**src/rtl/sha_mp_pkg.sv**
```systemverilog
// Package for the SHA-256 message padder: sequencer states, pad constants,
// and the control/status structs between the sequencer and the byte packer.
// No dependencies.
`timescale 1ns / 1ps

package sha_mp_pkg;

   localparam logic [7:0] PAD_MARK    = 8'h80;
   localparam logic [5:0] LEN_POS     = 6'd56;
   localparam logic [2:0] LEN_BYTES_M = 3'd7;   // index of the last length byte

   localparam logic CMD_BYTE = 1'b0;
   localparam logic CMD_END  = 1'b1;

   typedef enum logic [1:0] {
      ST_MSG,    // taking message bytes
      ST_MARK,   // pushing the 0x80 marker
      ST_ZERO,   // pushing zeros up to the length field
      ST_LEN     // pushing the 64-bit bit count, MSB first
   } state_type;

   // byte push from the sequencer into the packer
   typedef struct packed {
      logic       valid;
      logic [7:0] data;
      logic       last_msg;
   } push_type;

   // packer status back to the sequencer
   typedef struct packed {
      logic       ready;
      logic [5:0] pos;
   } pk_stat_type;

endpackage

```
**src/rtl/sha_mp_if.sv**
```systemverilog
// Valid/ready channel interfaces for the request beats and the word beats.
// Depends on nothing.
`timescale 1ns / 1ps

interface sha_mp_req_if;
   logic       valid;
   logic       ready;
   logic       command;
   logic [7:0] data_byte;

   modport source (output valid, output command, output data_byte, input ready);
   modport sink   (input valid, input command, input data_byte, output ready);
endinterface

interface sha_mp_rsp_if;
   logic        valid;
   logic        ready;
   logic [63:0] word;
   logic        block_last;
   logic        message_last;

   modport source (output valid, output word, output block_last, output message_last,
                   input ready);
   modport sink   (input valid, input word, input block_last, input message_last,
                   output ready);
endinterface

```
**src/rtl/sha256_message_padder.sv**
```systemverilog
// SHA-256 message padder top: pad sequencer, bit counter and the shared packer.
// Message byte beats: one per cycle unless the output stalls; a word shows on
// rsp_bus the cycle after its eighth byte. End beat: packer takes the pad bytes
// in order (0x80, zeros, eight length bytes); req_bus ready again after the last.
// Output stalls hold the packer. Synchronous reset clears position, partial
// word, bit count and sequencer; a new message then starts at block byte 0.
`timescale 1ns / 1ps

module sha256_message_padder (
   input  logic         clock,
   input  logic         reset,
   sha_mp_req_if.sink   req_bus,
   sha_mp_rsp_if.source rsp_bus
);
   import sha_mp_pkg::*;

   state_type   state_ff, state_in;
   logic [63:0] bit_count_ff, bit_count_in;  // shifted left a byte per length push
   logic [2:0]  len_idx_ff, len_idx_in;

   push_type    push;
   pk_stat_type stat;
   logic        req_take;

   // request side is open only while collecting message bytes
   assign req_bus.ready = (state_ff == ST_MSG) && stat.ready;
   assign req_take      = req_bus.valid && req_bus.ready;

   // next state
   always_comb begin
      state_in = state_ff;
      unique case (state_ff)
         ST_MSG: begin
            if (req_take && (req_bus.command == CMD_END)) state_in = ST_MARK;
         end
         ST_MARK: begin
            if (stat.ready) state_in = ST_ZERO;
         end
         ST_ZERO: begin
            if (stat.pos == LEN_POS) state_in = ST_LEN;
         end
         ST_LEN: begin
            if (stat.ready && (len_idx_ff == LEN_BYTES_M)) state_in = ST_MSG;
         end
         default: state_in = ST_MSG;
      endcase
   end

   // outputs: byte push into the packer, counter updates
   always_comb begin
      push.valid    = 1'b0;
      push.data     = req_bus.data_byte;
      push.last_msg = 1'b0;
      bit_count_in  = bit_count_ff;
      len_idx_in    = len_idx_ff;
      unique case (state_ff)
         ST_MSG: begin
            if (req_take && (req_bus.command == CMD_BYTE)) begin
               push.valid   = 1'b1;
               bit_count_in = bit_count_ff + 64'd8;   // wraps mod 2^64
            end
         end
         ST_MARK: begin
            push.valid = 1'b1;
            push.data  = PAD_MARK;
         end
         ST_ZERO: begin
            // at the length field: no push, then on to the length bytes
            push.valid = (stat.pos != LEN_POS);
            push.data  = 8'h00;
         end
         ST_LEN: begin
            push.valid    = 1'b1;
            push.data     = bit_count_ff[63:56];
            push.last_msg = (len_idx_ff == LEN_BYTES_M);
            if (stat.ready) begin
               // eight shifts leave the count at zero for the next message
               bit_count_in = {bit_count_ff[55:0], 8'h00};
               len_idx_in   = len_idx_ff + 3'd1;
            end
         end
         default: begin
            push.valid = 1'b0;
         end
      endcase
   end

   always_ff @(posedge clock) begin
      if (reset) begin
         state_ff     <= ST_MSG;
         bit_count_ff <= '0;
         len_idx_ff   <= '0;
      end else begin
         state_ff     <= state_in;
         bit_count_ff <= bit_count_in;
         len_idx_ff   <= len_idx_in;
      end
   end

   sha_mp_packer u_packer (
      .clock   (clock),
      .reset   (reset),
      .push    (push),
      .stat    (stat),
      .rsp_bus (rsp_bus)
   );

endmodule

```
**src/rtl/sha_mp_packer.sv**
```systemverilog
// Shared byte packer: shifts bytes into a 64-bit big-endian word and holds
// finished words in an output register. Depends on sha_mp_pkg, sha_mp_rsp_if.
`timescale 1ns / 1ps

module sha_mp_packer (
   input  logic                   clock,
   input  logic                   reset,
   input  sha_mp_pkg::push_type   push,
   output sha_mp_pkg::pk_stat_type stat,
   sha_mp_rsp_if.source           rsp_bus
);
   import sha_mp_pkg::*;

   logic [5:0]  pos_ff, pos_in;
   logic [55:0] partial_ff, partial_in;
   logic        out_valid_ff, out_valid_in;
   logic [63:0] word_ff, word_in;
   logic        blast_ff, blast_in;
   logic        mlast_ff, mlast_in;

   logic        ready;
   logic        take;
   logic        done;
   logic [63:0] packed_word;

   assign ready       = !out_valid_ff || rsp_bus.ready;
   assign take        = push.valid && ready;
   assign packed_word = {partial_ff, push.data};
   assign done        = (pos_ff[2:0] == 3'd7);

   always_comb begin
      pos_in       = pos_ff;
      partial_in   = partial_ff;
      out_valid_in = out_valid_ff && !rsp_bus.ready;
      word_in      = word_ff;
      blast_in     = blast_ff;
      mlast_in     = mlast_ff;
      if (take) begin
         pos_in = pos_ff + 6'd1;
         if (done) begin
            partial_in   = '0;
            out_valid_in = 1'b1;
            word_in      = packed_word;
            blast_in     = (pos_ff == 6'd63);
            mlast_in     = push.last_msg;
         end else begin
            partial_in = packed_word[55:0];
         end
      end
   end

   always_ff @(posedge clock) begin
      if (reset) begin
         pos_ff       <= '0;
         partial_ff   <= '0;
         out_valid_ff <= 1'b0;
      end else begin
         pos_ff       <= pos_in;
         partial_ff   <= partial_in;
         out_valid_ff <= out_valid_in;
      end
      word_ff  <= word_in;
      blast_ff <= blast_in;
      mlast_ff <= mlast_in;
   end

   assign stat.ready           = ready;
   assign stat.pos             = pos_ff;
   assign rsp_bus.valid        = out_valid_ff;
   assign rsp_bus.word         = word_ff;
   assign rsp_bus.block_last   = blast_ff;
   assign rsp_bus.message_last = mlast_ff;

endmodule
```
**src/flat_wrapper.sv**
```systemverilog
// flat-port wrapper written by rule: the top's interface ports become plain ports
module sha256_message_padder_flat import sha_mp_pkg::*;
  (clock, reset, req_bus_valid, req_bus_command, req_bus_data_byte, req_bus_ready, rsp_bus_valid, rsp_bus_word, rsp_bus_block_last, rsp_bus_message_last, rsp_bus_ready);
  sha_mp_req_if req_bus_i ();
  sha_mp_rsp_if rsp_bus_i ();
  input  logic clock;
  input  logic reset;
  input wire logic [$bits(req_bus_i.valid)-1:0] req_bus_valid;
  input wire logic [$bits(req_bus_i.command)-1:0] req_bus_command;
  input wire logic [$bits(req_bus_i.data_byte)-1:0] req_bus_data_byte;
  output wire logic [$bits(req_bus_i.ready)-1:0] req_bus_ready;
  output wire logic [$bits(rsp_bus_i.valid)-1:0] rsp_bus_valid;
  output wire logic [$bits(rsp_bus_i.word)-1:0] rsp_bus_word;
  output wire logic [$bits(rsp_bus_i.block_last)-1:0] rsp_bus_block_last;
  output wire logic [$bits(rsp_bus_i.message_last)-1:0] rsp_bus_message_last;
  input wire logic [$bits(rsp_bus_i.ready)-1:0] rsp_bus_ready;
  assign req_bus_i.valid = req_bus_valid;
  assign req_bus_i.command = req_bus_command;
  assign req_bus_i.data_byte = req_bus_data_byte;
  assign req_bus_ready = req_bus_i.ready;
  assign rsp_bus_valid = rsp_bus_i.valid;
  assign rsp_bus_word = rsp_bus_i.word;
  assign rsp_bus_block_last = rsp_bus_i.block_last;
  assign rsp_bus_message_last = rsp_bus_i.message_last;
  assign rsp_bus_i.ready = rsp_bus_ready;
  sha256_message_padder u_core (.clock(clock), .reset(reset), .req_bus(req_bus_i), .rsp_bus(rsp_bus_i));
endmodule
```
**config.mk**
```make
export PLATFORM = sky130hd
export DESIGN_NAME = sha256_message_padder_flat
export DESIGN_NICKNAME = d
export VERILOG_FILES = /design/src/rtl/sha_mp_pkg.sv /design/src/rtl/sha_mp_if.sv /design/src/rtl/sha256_message_padder.sv /design/src/rtl/sha_mp_packer.sv /design/src/flat_wrapper.sv
export SDC_FILE = /design/constraint.sdc
export NUM_CORES = 1
export LEC_CHECK = 0
export BUFFER_PORTS_ARGS = -buffer_cell sky130_fd_sc_hd__buf_2
export CAP_MARGIN = 20
export CORE_MARGIN = 5
export CORE_UTILIZATION = 37
export DETAILED_ROUTE_END_ITERATION = 6
export GPL_TIMING_DRIVEN = 0
export RECOVER_POWER = 100
export SKIP_LAST_GASP = 1
export SYNTH_ARGS = -nofsm -noshare
export SYNTH_HDL_FRONTEND = slang
export SYNTH_HIERARCHICAL = 1
export SYNTH_SLANG_ARGS = --single-unit
```
**constraint.sdc**
```tcl
create_clock -name clock -period 3.8 [get_ports clock]
set_clock_uncertainty 0.05 [all_clocks]
set_input_delay 0.19 -clock clock [delete_from_list [all_inputs] [get_ports clock]]
set_output_delay 0.19 -clock clock [all_outputs]
set_load 0.02 [all_outputs]
```
==> results of run 1 <==
metal layers:
metal | vias to the layer above | wire (um) | GRT usage, % | share of wire (%)
li1 | 3945 | - | - | -
met3 | 49 | 1870 | 4.01 | 6.8
met1 | 3976 | 12100 | 26.3 | 44
met5 | - | 0 | 0 | 0
met4 | 0 | 600 | 7.11 | 2.2
met2 | 334 | 13100 | 31.6 | 47
layout by cell type (no fill, tap or decap), types with 10 or more instances in the layout:
master	count
a21oi_1	102
a22oi_1	10
and3_1	17
buf_2	21
clkbuf_1	135
clkbuf_16	17
dfxtp_1	129
edfxtp_1	66
ha_1	10
inv_1	13
nand2_1	97
nand3_1	45
nand4_1	23
nand4b_1	59
nor2_1	45
nor3_1	24
nor4_1	15
o211ai_1	17
o21ai_0	105
or3_1	15
area by class of cell:
| type | instances | area [um^2] |
|---|---|---|
| fill | 2470 | 13800 |
| sequential | 195 | 4560 |
| multi-input combinational | 702 | 4150 |
| clock buffer | 17 | 425 |
| tap | 324 | 405 |
| buffer | 83 | 347 |
| timing repair buffer | 80 | 317 |
| clock inverter | 15 | 228 |
| inverter | 15 | 56.3 |
timing repair:
| action | CTS | global route |
|---|---|---|
| pin swaps | 1 | 0 |
| setup endpoints to repair | 66 | 21 |
| setup buffers | 0 | 0 |
| cloned | 3 | 0 |
| resized for setup | 2 | 3 |
power groups by stage:
stage	clock, W	sequential (W)	combinational [W]
after global placement	0	0.00238	0.00106
after detailed placement	0	0.00238	0.00106
final	0.00194	0.00233	0.00108
after floorplan	0	0.00234	0.000699
after global routing	0.00208	0.00234	0.00119
after CTS	0.00199	0.00233	0.00107
worst register-to-register path, stage by stage (launching register included):
cell      delay (ns)
dfxtp_1         0.33
nor2b_4         0.17
buf_6           0.16
clkinv_1        0.19
buf_2           0.28
clkbuf_4        0.17
clkbuf_1        0.20
o211a_1         0.16
clkbuf_1        0.29
nor2_2          0.61
clkbuf_1        0.67
o211ai_1        0.17
o21ai_0         0.12
metrics by stage:
| stage | TNS (ns) | utilization (%) |
|---|---|---|
| 6_report | 0 | 43.3 |
| 5_1_grt | 0 | 43.3 |
| 4_1_cts | 0 | 43.6 |
| 3_5_place_dp | -36.24 | 40.8 |
| 3_3_place_gp | -64.91 | 40.8 |
| 2_1_floorplan | 0 | - |
registers in the layout, indices dropped and copies added, names as in the netlist, 2 cells and up:
signal and cells:
u_core/state_ff 2, u_core/u_packer/partial_ff 56, u_core/len_idx_ff 3, u_core/bit_count_ff 61, u_core/u_packer/pos_ff 6, u_core/u_packer/rsp_bus.word 64
kinds of logic after synthesis:
family | count (synthesis)
and+or+nand+nor | 391
DFF | 195
xor gates and xnor gates | 6
adders and majority gates | 10
muxes | 7
buffers and inverters | 99
AOI/OAI and AO/OA | 285
how the worst min path moves through the flow:
stage,from,endpoint,depth (start not counted)
after global placement,u_core/u_packer/partial_ff[54],u_core/u_packer/rsp_bus.word[62],0
after global routing,req_bus_data_byte[2],u_core/u_packer/rsp_bus.word[2],3
after CTS,req_bus_data_byte[3],u_core/u_packer/rsp_bus.word[3],3
final,req_bus_data_byte[5],u_core/u_packer/rsp_bus.word[5],3
after detailed placement,u_core/u_packer/partial_ff[54],u_core/u_packer/rsp_bus.word[62],0
after floorplan,u_core/u_packer/partial_ff[48],u_core/u_packer/rsp_bus.word[56],0
==> metrics.md, run 1 <==
| Metric | Value |
|---|---|
| Outcome | finished, final reports clean |
| Share of cells above drive strength 1 | 7.32% |
| Setup WS pre-CTS | -0.553 ns |
| Rel. slew slack | 22.7% |
| Mux contribution to synthesized area | 0.798% |
| Internal power | 0.00344 W |
| Fin. max-slew vios | 0 |
| Final WL | 27600 um |
| Clock Tree Buf Depth | 2 |
| Ports | 81 |
| Worst Setup EP | u_core/bit_count_ff[28] |
| CP delay by family, top | buffers and inverters |
| Crit. path cell count | 12 |
| Vias post-DR | 8304 |
| Synth top area share | 28.4% |
| Vias in the first global route | 7932 |
| Launching point of the worst reg2reg path | u_core/u_packer/rsp_bus.valid |
| Min Tclk post-route | 3.63 ns |
| Switching fraction of total power | 35.8% |
| Combinational share of power | 20.2% |
| First-pass GRT wire length | 44400 um |
| Largest net degree at the start of global routing | 25 |
| Crit end category | flip-flop |
| Hold slack | 0.0875 ns |
| Dpl cells | 1397 |
| CP max stage delay | 0.67 ns |
| Clock root cell | clkbuf_16 |
| Syn Inst Count | 993 |
| Die H | 167 um |
| DRT iter0 DRCs | 896 |
| GP Congestion | 0.936 |
| Clk slew on worst S/H paths | 0.09 ns |
| Total core area | 24200 um^2 |
| Final Hold Viols | 0 |
| CTS tree | yes |
| Grt total ovfl | 0 |
| Worst-margin pin slew | 1.15 ns |
| Post-Synth XOR/XNOR Area | 0.578% |
| Critical Path RT | 4.12 ns |
| Ys async rst share | 0% |
| Mapped Nets | 1016 |
| Layout Cells excl Fill | 1431 |
| Maximum vdd drop | 289 uV |
| Synth top area cells | dfxtp_1, edfxtp_1, o21ai_0 |
| H-tree levels | 4 |
| WL/cell | 19.3 um |
| Largest family of logic cells by synthesized area | simple AND/OR/NAND/NOR gates |
| Latest clock arrival within the worst-skew pair | 0.45 ns |
| Top post-synthesis cells by count | dfxtp_1, o21ai_0, a21oi_1 |
| Critical path fanouts, max | 13 |
| #FFs+latches synth | 195 |
| Syn-to-layout area delta | 15.4% |
| Sw Pwr | 0.00191 W |
| Cells along the critical path | nor2b_4 -> buf_6 -> clkinv_1 -> buf_2 -> clkbuf_4 -> clkbuf_1 -> o211a_1 -> clkbuf_1 -> nor2_2 -> clkbuf_1 -> o211ai_1 -> o21ai_0 |
| R2R cell count | 12 |
| Detailed-route DRC error count | 0 |
| Synthesized area | 9090 um^2 |
| Worst Setup SP | u_core/u_packer/rsp_bus.valid |
| Synth Area in Compound Gates | 18.1% |
| Via/cell ratio | 5.80 |
| Clock group share of total power | 36.2% |
| Most used cell, CP | clkbuf_1 |
| Placed Area | 9900 um^2 |
| Final critical-path setup slack | 0.166 ns |
| Syn_area_per_cell | 9.15 um^2 |
| Final setup viols | 0 |
| HP Class | in2reg |
| Reg power frac | 43.6% |
| Total power | 0.00535 W |
| Num Clock Sinks | 195 |
| Max Clock Freq | 275 MHz |
| CP max stage cell | clkbuf_1 |
| Critical path buffer and inverter count | 7 |
| Register area share after synthesis | 50.2% |
| Die width | 167 um |
| ANT cells | 0 |
| Leading area contributor after synthesis | dfxtp_1 |
| Cell variety after synth | 66 |
| GRT Total Usage | 19.6% |
| Initial antenna violation count | 0 |
| Routed Antenna Nets | 0 |
| YS warnings | 6 |
| Crit path launch type | flip-flop |
| Final period util | 95.6% |
| DRT Pass-1 Iters | 6 |
| Adder-Cell Fraction of Synth Area | 1.38% |
| Post-synth EDFFs | 66 |
| Layout Nets | 1117 |
| Synth Flop Type | dfxtp_1 |
| Unrepaired setup endpoints after global routing | no |
| Top-count cell post-synth | dfxtp_1 |
| Num rows | 57 |
| Post-Synth Simple-Gate Area | 24.5% |
| Max_cap viols | 0 |
| Cell Pwr Density | 510 nW/um^2 |
| Port bufs | 80 |
| Initial Utilization | 37.5% |
| Critical path class | reg2reg |
| Finished layout cell area | 10500 um^2 |
| HPWL Detailed | 19000 um |
| Hold-fix buffers at CTS | 0 |
| CTS buffer count | 17 |
| Leakage | 3.16 nW |
| CP arrival | 3.96 ns |
| Die ar. | 27800 um^2 |
| Capture point of the worst reg-to-reg path | u_core/bit_count_ff[28] |
| Reg2Reg Setup Slack | 0.17 ns |
(Power assumes the default switching activity.)
==> inputs of run 2 (changes only) <==
- CORE_UTILIZATION: 37 -> 54
- PLACE_DENSITY: default -> 0.76
==> run 2 against run 1 <==
The flow now finishes with violations (DRC). Clock power down 4%. Critical path type unchanged. Register-to-register slack worse by 0.02 ns. Total power down 1.6%. Combinational power about the same. Final area down 1.5%. Cell count down 7.4%. Wire length down 6.5%. Largest power group unchanged. Hold slack worse by 0.031 ns. Die area down 30%. Non-clock buffer count up 1. Flip-flop and latch count unchanged.
==> metrics.md, run 2 (same netlist as run 1, synthesis figures left out) <==
| Metric | Value |
|---|---|
| Initial Utilization | 55.0% (+18 points) |
| Max Clock Freq | 274 MHz (-0.61%) |
| Routed met1 length | 10500 um (-13%) |
| Worst hold path stage count | 3 (unchanged) |
| Critical Path RT | 3.87 ns (-0.25 ns) |
| Clock root cell | clkbuf_16 |
| Setup Fix Bufs, Post-CTS | 0 (unchanged) |
| Worst-margin pin slew | 1.05 ns (-0.103 ns) |
| Vias in the first global route | 7847 (-1.1%) |
| Met3 WL | 2140 um (+14%) |
| CP arrival | 3.73 ns (-0.23 ns) |
| Outcome | finished, violations left |
| Routed Antenna Nets | 0 (unchanged) |
| Share of cells above drive strength 1 | 6.97% (-0.35 points) |
| Latest clock arrival within the worst-skew pair | 0.44 ns (about the same) |
| Reg power frac | 44.2% (+0.6 points) |
| Num Clock Sinks | 195 (unchanged) |
| Fin. max-slew vios | 0 (unchanged) |
| Capture point of the worst reg-to-reg path | u_core/u_packer/rsp_bus.word[52] |
| Num rows | 47 (-18%) |
| DRT iter0 DRCs | 1116 (+25%) |
| Finished layout cell area | 10300 um^2 (-1.5%) |
| Met2 wire length | 12400 um (-4.9%) |
| DR top layer | met4 |
| Crit path launch type | flip-flop |
| Syn-to-layout area delta | 13.7% |
| Critical path class | reg2reg |
| Layout Cells excl Fill | 1325 (-7.4%) |
| Final WL | 25800 um (-6.5%) |
| Combinational share of power | 20.4% (+0.2 points) |
| ANT cells | 0 (unchanged) |
| Reg2Reg Setup Slack | 0.14 ns (-0.02 ns) |
| Die width | 140 um (-16%) |
| Min-delay src | req_bus_data_byte[7] |
| GRT Total Usage | 26.1% (+6.5 points) |
| Cell Pwr Density | 510 nW/um^2 (about the same) |
| Total power | 0.00526 W (-1.6%) |
| Clock Tree Buf Depth | 2 (unchanged) |
| HP Class | in2reg |
| Sw Pwr | 0.00180 W (-5.9%) |
| Switching fraction of total power | 34.2% (-1.6 points) |
| Hold Path End | u_core/u_packer/rsp_bus.word[7] |
| DRT Pass-1 Iters | 7 (+1) |
| Hold-fix buffers at CTS | 0 (unchanged) |
| Ports | 81 (unchanged) |
| Maximum vdd drop | 352 uV (+22%) |
| Critical path fanouts, max | 47 (+34) |
| Port bufs | 80 (unchanged) |
| GP Congestion | 0.921 (-1.6%) |
| Failing checks | DRC |
| Grt total ovfl | 0 (unchanged) |
| Min Tclk post-route | 3.66 ns (+0.0222 ns) |
| Detailed-route DRC error count | 3 (+3) |
| Clk slew on worst S/H paths | 0.08 ns (about the same) |
| Dpl cells | 1294 (-7.4%) |
| R2R cell count | 9 (-3) |
| Largest net degree at the start of global routing | 48 (+92%) |
| Final period util | 96.2% (+0.58 points) |
| Final setup viols | 0 (unchanged) |
| WL/cell | 19.5 um (+1.0%) |
| Total core area | 16500 um^2 (-32%) |
| Initial antenna violation count | 0 (unchanged) |
| H-tree levels | 4 (unchanged) |
| Layout Nets | 1115 (-0.18%) |
| Hold slack | 0.0566 ns (-0.0309 ns) |
| Rel. slew slack | 29.6% (+6.9 points) |
| Unrepaired setup endpoints after global routing | no |
| Crit end category | flip-flop |
| Launching point of the worst reg2reg path | u_core/state_ff[1] |
| Commonest non-fill, non-tap cell in the layout | clkbuf_1 |
| Clock group share of total power | 35.4% (-0.8 points) |
| Via/cell ratio | 6.30 (+8.5%) |
| Internal power | 0.00347 W (+0.88%) |
| Max FFs per register | 64 (unchanged) |
| Die ar. | 19500 um^2 (-30%) |
| Leakage | 3.15 nW (-0.54%) |
| Max_cap viols | 0 (unchanged) |
| CTS buffer count | 17 (unchanged) |
| Commonest non-fill, non-tap cells in the layout | clkbuf_1, dfxtp_1, o21ai_0 |
| Vias post-DR | 8345 (+0.49%) |
| Die H | 140 um (-16%) |
| Placed Area | 9790 um^2 (-1.2%) |
| Setup tns final | 0 ns (unchanged) |
| CTS tree | yes |
| HPWL Detailed | 18100 um (-4.5%) |
| First-pass GRT wire length | 41700 um (-6.2%) |
| Final Hold Viols | 0 (unchanged) |
## run 2: repair_timing
action                     CTS  global route
setup endpoints to repair   66            57
gates resized for setup      3             2
cloned                       0             0
## run 2: power by group through the flow
stage	combinational (W)	clock [W]	sequential [W]
floorplan	0.000699	0	0.00234
global placement	0.00102	0	0.00237
detailed placement	0.00104	0	0.00237
CTS	0.00105	0.00189	0.00233
global route	0.00117	0.00198	0.00234
finish	0.00107	0.00187	0.00233
## run 2: area by class of cell
cell class / count / area, um^2
fillers: 1485 / 6190
flip-flops and latches: 195 / 4560
multi-input cells: 699 / 4120
clock buffers: 17 / 425
plain buffers: 83 / 347
repair buffers: 81 / 337
well taps: 220 / 275
clock inverters: 15 / 205
inverters: 15 / 56.3
## run 2: how the worst max path moves through the flow
stage	startpoint	end	slack [ns]	depth (start not counted)
2_1_floorplan	u_core/state_ff[1]	u_core/u_packer/rsp_bus.block_last	0.36	9
3_3_place_gp	u_core/state_ff[0]	u_core/u_packer/rsp_bus.word[13]	-0.94	9
3_5_place_dp	u_core/state_ff[1]	u_core/u_packer/rsp_bus.word[13]	-0.58	10
4_1_cts	u_core/state_ff[1]	u_core/u_packer/rsp_bus.word[36]	0.17	9
5_1_grt	u_core/state_ff[1]	u_core/u_packer/rsp_bus.word[46]	0.01	9
6_report	u_core/state_ff[1]	u_core/u_packer/rsp_bus.word[52]	0.14	9
## run 2: per-stage QoR
stage / util [%] / setup slack, ns
CTS: 63.1 / 0.172
floorplan: - / 0.364
finish: 62.5 / 0.144
global placement: 59.1 / -0.936
global route: 62.5 / 0.0127
detailed placement: 59.2 / -0.583
## run 2: worst max-delay path, stage by stage, from the launching register on
cell,delay (ns)
dfxtp_1,0.38
ha_1,0.40
buf_2,0.45
clkbuf_2,0.40
nor3_1,0.10
a22oi_1,0.18
buf_4,0.20
clkbuf_1,0.37
and3_4,0.50
buf_12,0.30
## run 2: metal layers
layer	vias to the layer above	GRT usage (%)
li1	3928	-
met1	3918	33.6
met2	434	43.5
met3	65	4.56
met4	0	10.9
met5	-	0
==> inputs of run 3 (changes only) <==
- CORE_MARGIN: 5 -> default
- HOLD_SLACK_MARGIN: default -> 0.03
- SLEW_MARGIN: default -> 20
==> run 3 against run 2 <==
The run now ends clean. Sequential power is essentially flat. Non-clock buffer count shrank 1. Critical endpoint is now u_core/u_packer/pos_ff[0]. Via count grew 1.0%. Combinational power is essentially flat. Register-to-register slack gained 0.12 ns. Clock-buffer cell count is the same.
==> metrics.md, run 3 (same netlist as run 1, synthesis figures left out) <==
| Metric | Value |
|---|---|
| Outcome | finished, final reports clean |
| Cell Pwr Density | 505 nW/um^2 (-0.97%) |
| CP arrival | 3.86 ns (+0.13 ns) |
| Max Clock Freq | 283 MHz (+3.5%) |
| Max_cap viols | 0 (unchanged) |
| Num rows | 47 (unchanged) |
| Hold-fix buffers at CTS | 0 (unchanged) |
| Unrepaired setup endpoints after global routing | no |
| Total core area | 16500 um^2 (unchanged) |
| Leakage | 3.14 nW (-0.15%) |
| Reg2Reg Setup Slack | 0.27 ns (+0.12 ns) |
| Detailed-route DRC error count | 0 (-3) |
| Latest clock arrival within the worst-skew pair | 0.44 ns (about the same) |
| Fin. max-slew vios | 0 (unchanged) |
| Initial antenna violation count | 0 (unchanged) |
| Worst-margin pin slew | 0.981 ns (-0.0656 ns) |
| Syn-to-layout area delta | 13.4% |
| DRT iter0 DRCs | 1016 (-9.0%) |
| CTS tree | yes |
| CTS buffer count | 17 (unchanged) |
| Clock root cell | clkbuf_16 |
| Crit path launch type | flip-flop |
| Maximum vdd drop | 358 uV (+1.6%) |
| GRT Total Usage | 29.7% (+3.7 points) |
| ANT cells | 0 (unchanged) |
| Share of cells above drive strength 1 | 7.23% (+0.26 points) |
| DRT Pass-1 Iters | 7 (unchanged) |
| Critical Path RT | 4.13 ns (+0.26 ns) |
| Clock Tree Buf Depth | 2 (unchanged) |
| Launching point of the worst reg2reg path | u_core/state_ff[1] |
| Clk slew on worst S/H paths | 0.08 ns (about the same) |
| GP Congestion | 0.967 (+4.9%) |
| Final Hold Viols | 0 (unchanged) |
| R2R cell count | 11 (+2) |
| WL/cell | 19.6 um (+0.62%) |
| Layout Cells excl Fill | 1327 (+0.15%) |
| Ports | 81 (unchanged) |
| Final period util | 93.0% (-3.2 points) |
| Port bufs | 80 (unchanged) |
| Die width | 132 um (-5.7%) |
| Routed Antenna Nets | 0 (unchanged) |
| HPWL Detailed | 17700 um (-2.2%) |
| H-tree levels | 4 (unchanged) |
| Final setup viols | 0 (unchanged) |
| Vias post-DR | 8432 (+1.0%) |
| Crit end category | flip-flop |
| First-pass GRT wire length | 40600 um (-2.6%) |
| Final critical-path setup slack | 0.266 ns (+0.122 ns) |
| HP Class | in2reg |
| Via/cell ratio | 6.35 (+0.89%) |
| Worst Setup SP | u_core/state_ff[1] |
| Num Clock Sinks | 195 (unchanged) |
| Capture point of the worst reg-to-reg path | u_core/u_packer/pos_ff[0] |
| Vias in the first global route | 7566 (-3.6%) |
| Die H | 132 um (-5.7%) |
| Hold slack | 0.0442 ns (-0.0124 ns) |
| Min Tclk post-route | 3.53 ns (-0.122 ns) |
| Total power | 0.00520 W (-1.2%) |
| Largest net degree at the start of global routing | 22 (-54%) |
| Initial Utilization | 55.0% (unchanged) |
| Die ar. | 17400 um^2 (-11%) |
| Rel. slew slack | 34.0% (+4.4 points) |
| Setup tns final | 0 ns (unchanged) |
| Critical path class | reg2reg |
| Worst Setup EP | u_core/u_packer/pos_ff[0] |
| Final WL | 26000 um (+0.77%) |
| Setup WS pre-CTS | -0.493 ns (+0.0891 ns) |
| Grt total ovfl | 0 (unchanged) |
| Fill cells | 1469 (-1.1%) |
| Commonest non-fill, non-tap cell in the layout | clkbuf_1 |
| Layout Nets | 1117 (+0.18%) |
| Dpl cells | 1293 (-0.077%) |
| Critical path fanouts, max | 20 (-57%) |
| Max FFs per register | 64 (unchanged) |
| Commonest non-fill, non-tap cells in the layout | clkbuf_1, dfxtp_1, o21ai_0 |
| Setup Fix Bufs, Post-CTS | 0 (unchanged) |
run 3: worst min-delay path by stage:
stage | startpoint | end | depth (start not counted)
after global placement | u_core/u_packer/partial_ff[55] | u_core/u_packer/rsp_bus.word[63] | 0
final | req_bus_data_byte[7] | u_core/u_packer/rsp_bus.word[7] | 3
after detailed placement | u_core/u_packer/partial_ff[48] | u_core/u_packer/rsp_bus.word[56] | 0
after CTS | req_bus_data_byte[7] | u_core/u_packer/rsp_bus.word[7] | 3
after floorplan | u_core/u_packer/partial_ff[48] | u_core/u_packer/rsp_bus.word[56] | 0
after global routing | req_bus_data_byte[3] | u_core/u_packer/rsp_bus.word[3] | 3
run 3: cell type report:
class	instances	area [um^2]	area share, %
timing repair buffer	80	317	3.07
buffer	83	347	3.36
sequential	195	4560	44.3
tap	220	275	2.67
clock inverter	15	175	1.70
inverter	15	56.3	0.546
clock buffer	17	425	4.13
multi-input combinational	702	4150	40.2
run 3: worst max-delay path, stage by stage (launching register included):
cell and delay, ns:
dfxtp_1 0.39, ha_1 0.38, clkbuf_2 0.33, clkbuf_1 0.40, clkbuf_2 0.38, nor3_1 0.09, a22oi_1 0.19, buf_4 0.29
inv_1 0.20, clkbuf_1 0.25, or3_1 0.38, a21oi_1 0.13
run 3: layer usage:
metal / track usage (%) / vias up / part of all wire (%)
met4: 13.9 / 0 / 3.2
li1: - / 3946 / -
met5: 0 / - / 0
met2: 49.1 / 465 / 48
met3: 4.46 / 82 / 8.3
met1: 38.6 / 3939 / 41
run 3: power by group:
part / internal (W) / leakage (nW) / total (W) / switching (W)
Clock: 0.000894 / 0.291 / 0.00180 / 0.000907
Combinational: 0.000251 / 1.24 / 0.00107 / 0.000820
Sequential: 0.00225 / 1.62 / 0.00233 / 0.0000832
run 3: repair_timing:
item,CTS,global route
pin swaps,2,0
gates resized for setup,3,2
setup endpoints to repair,66,69
cloned,3,0
endpoints found under the hold margin,0,0
run 3: stage by stage:
step / util, % / area, um^2
finish: 62.4 / 10300
global route: 62.4 / 10300
CTS: 62.9 / 10400
detailed placement: 59.1 / 9770
global placement: 59.1 / 9770
floorplan: - / 9090
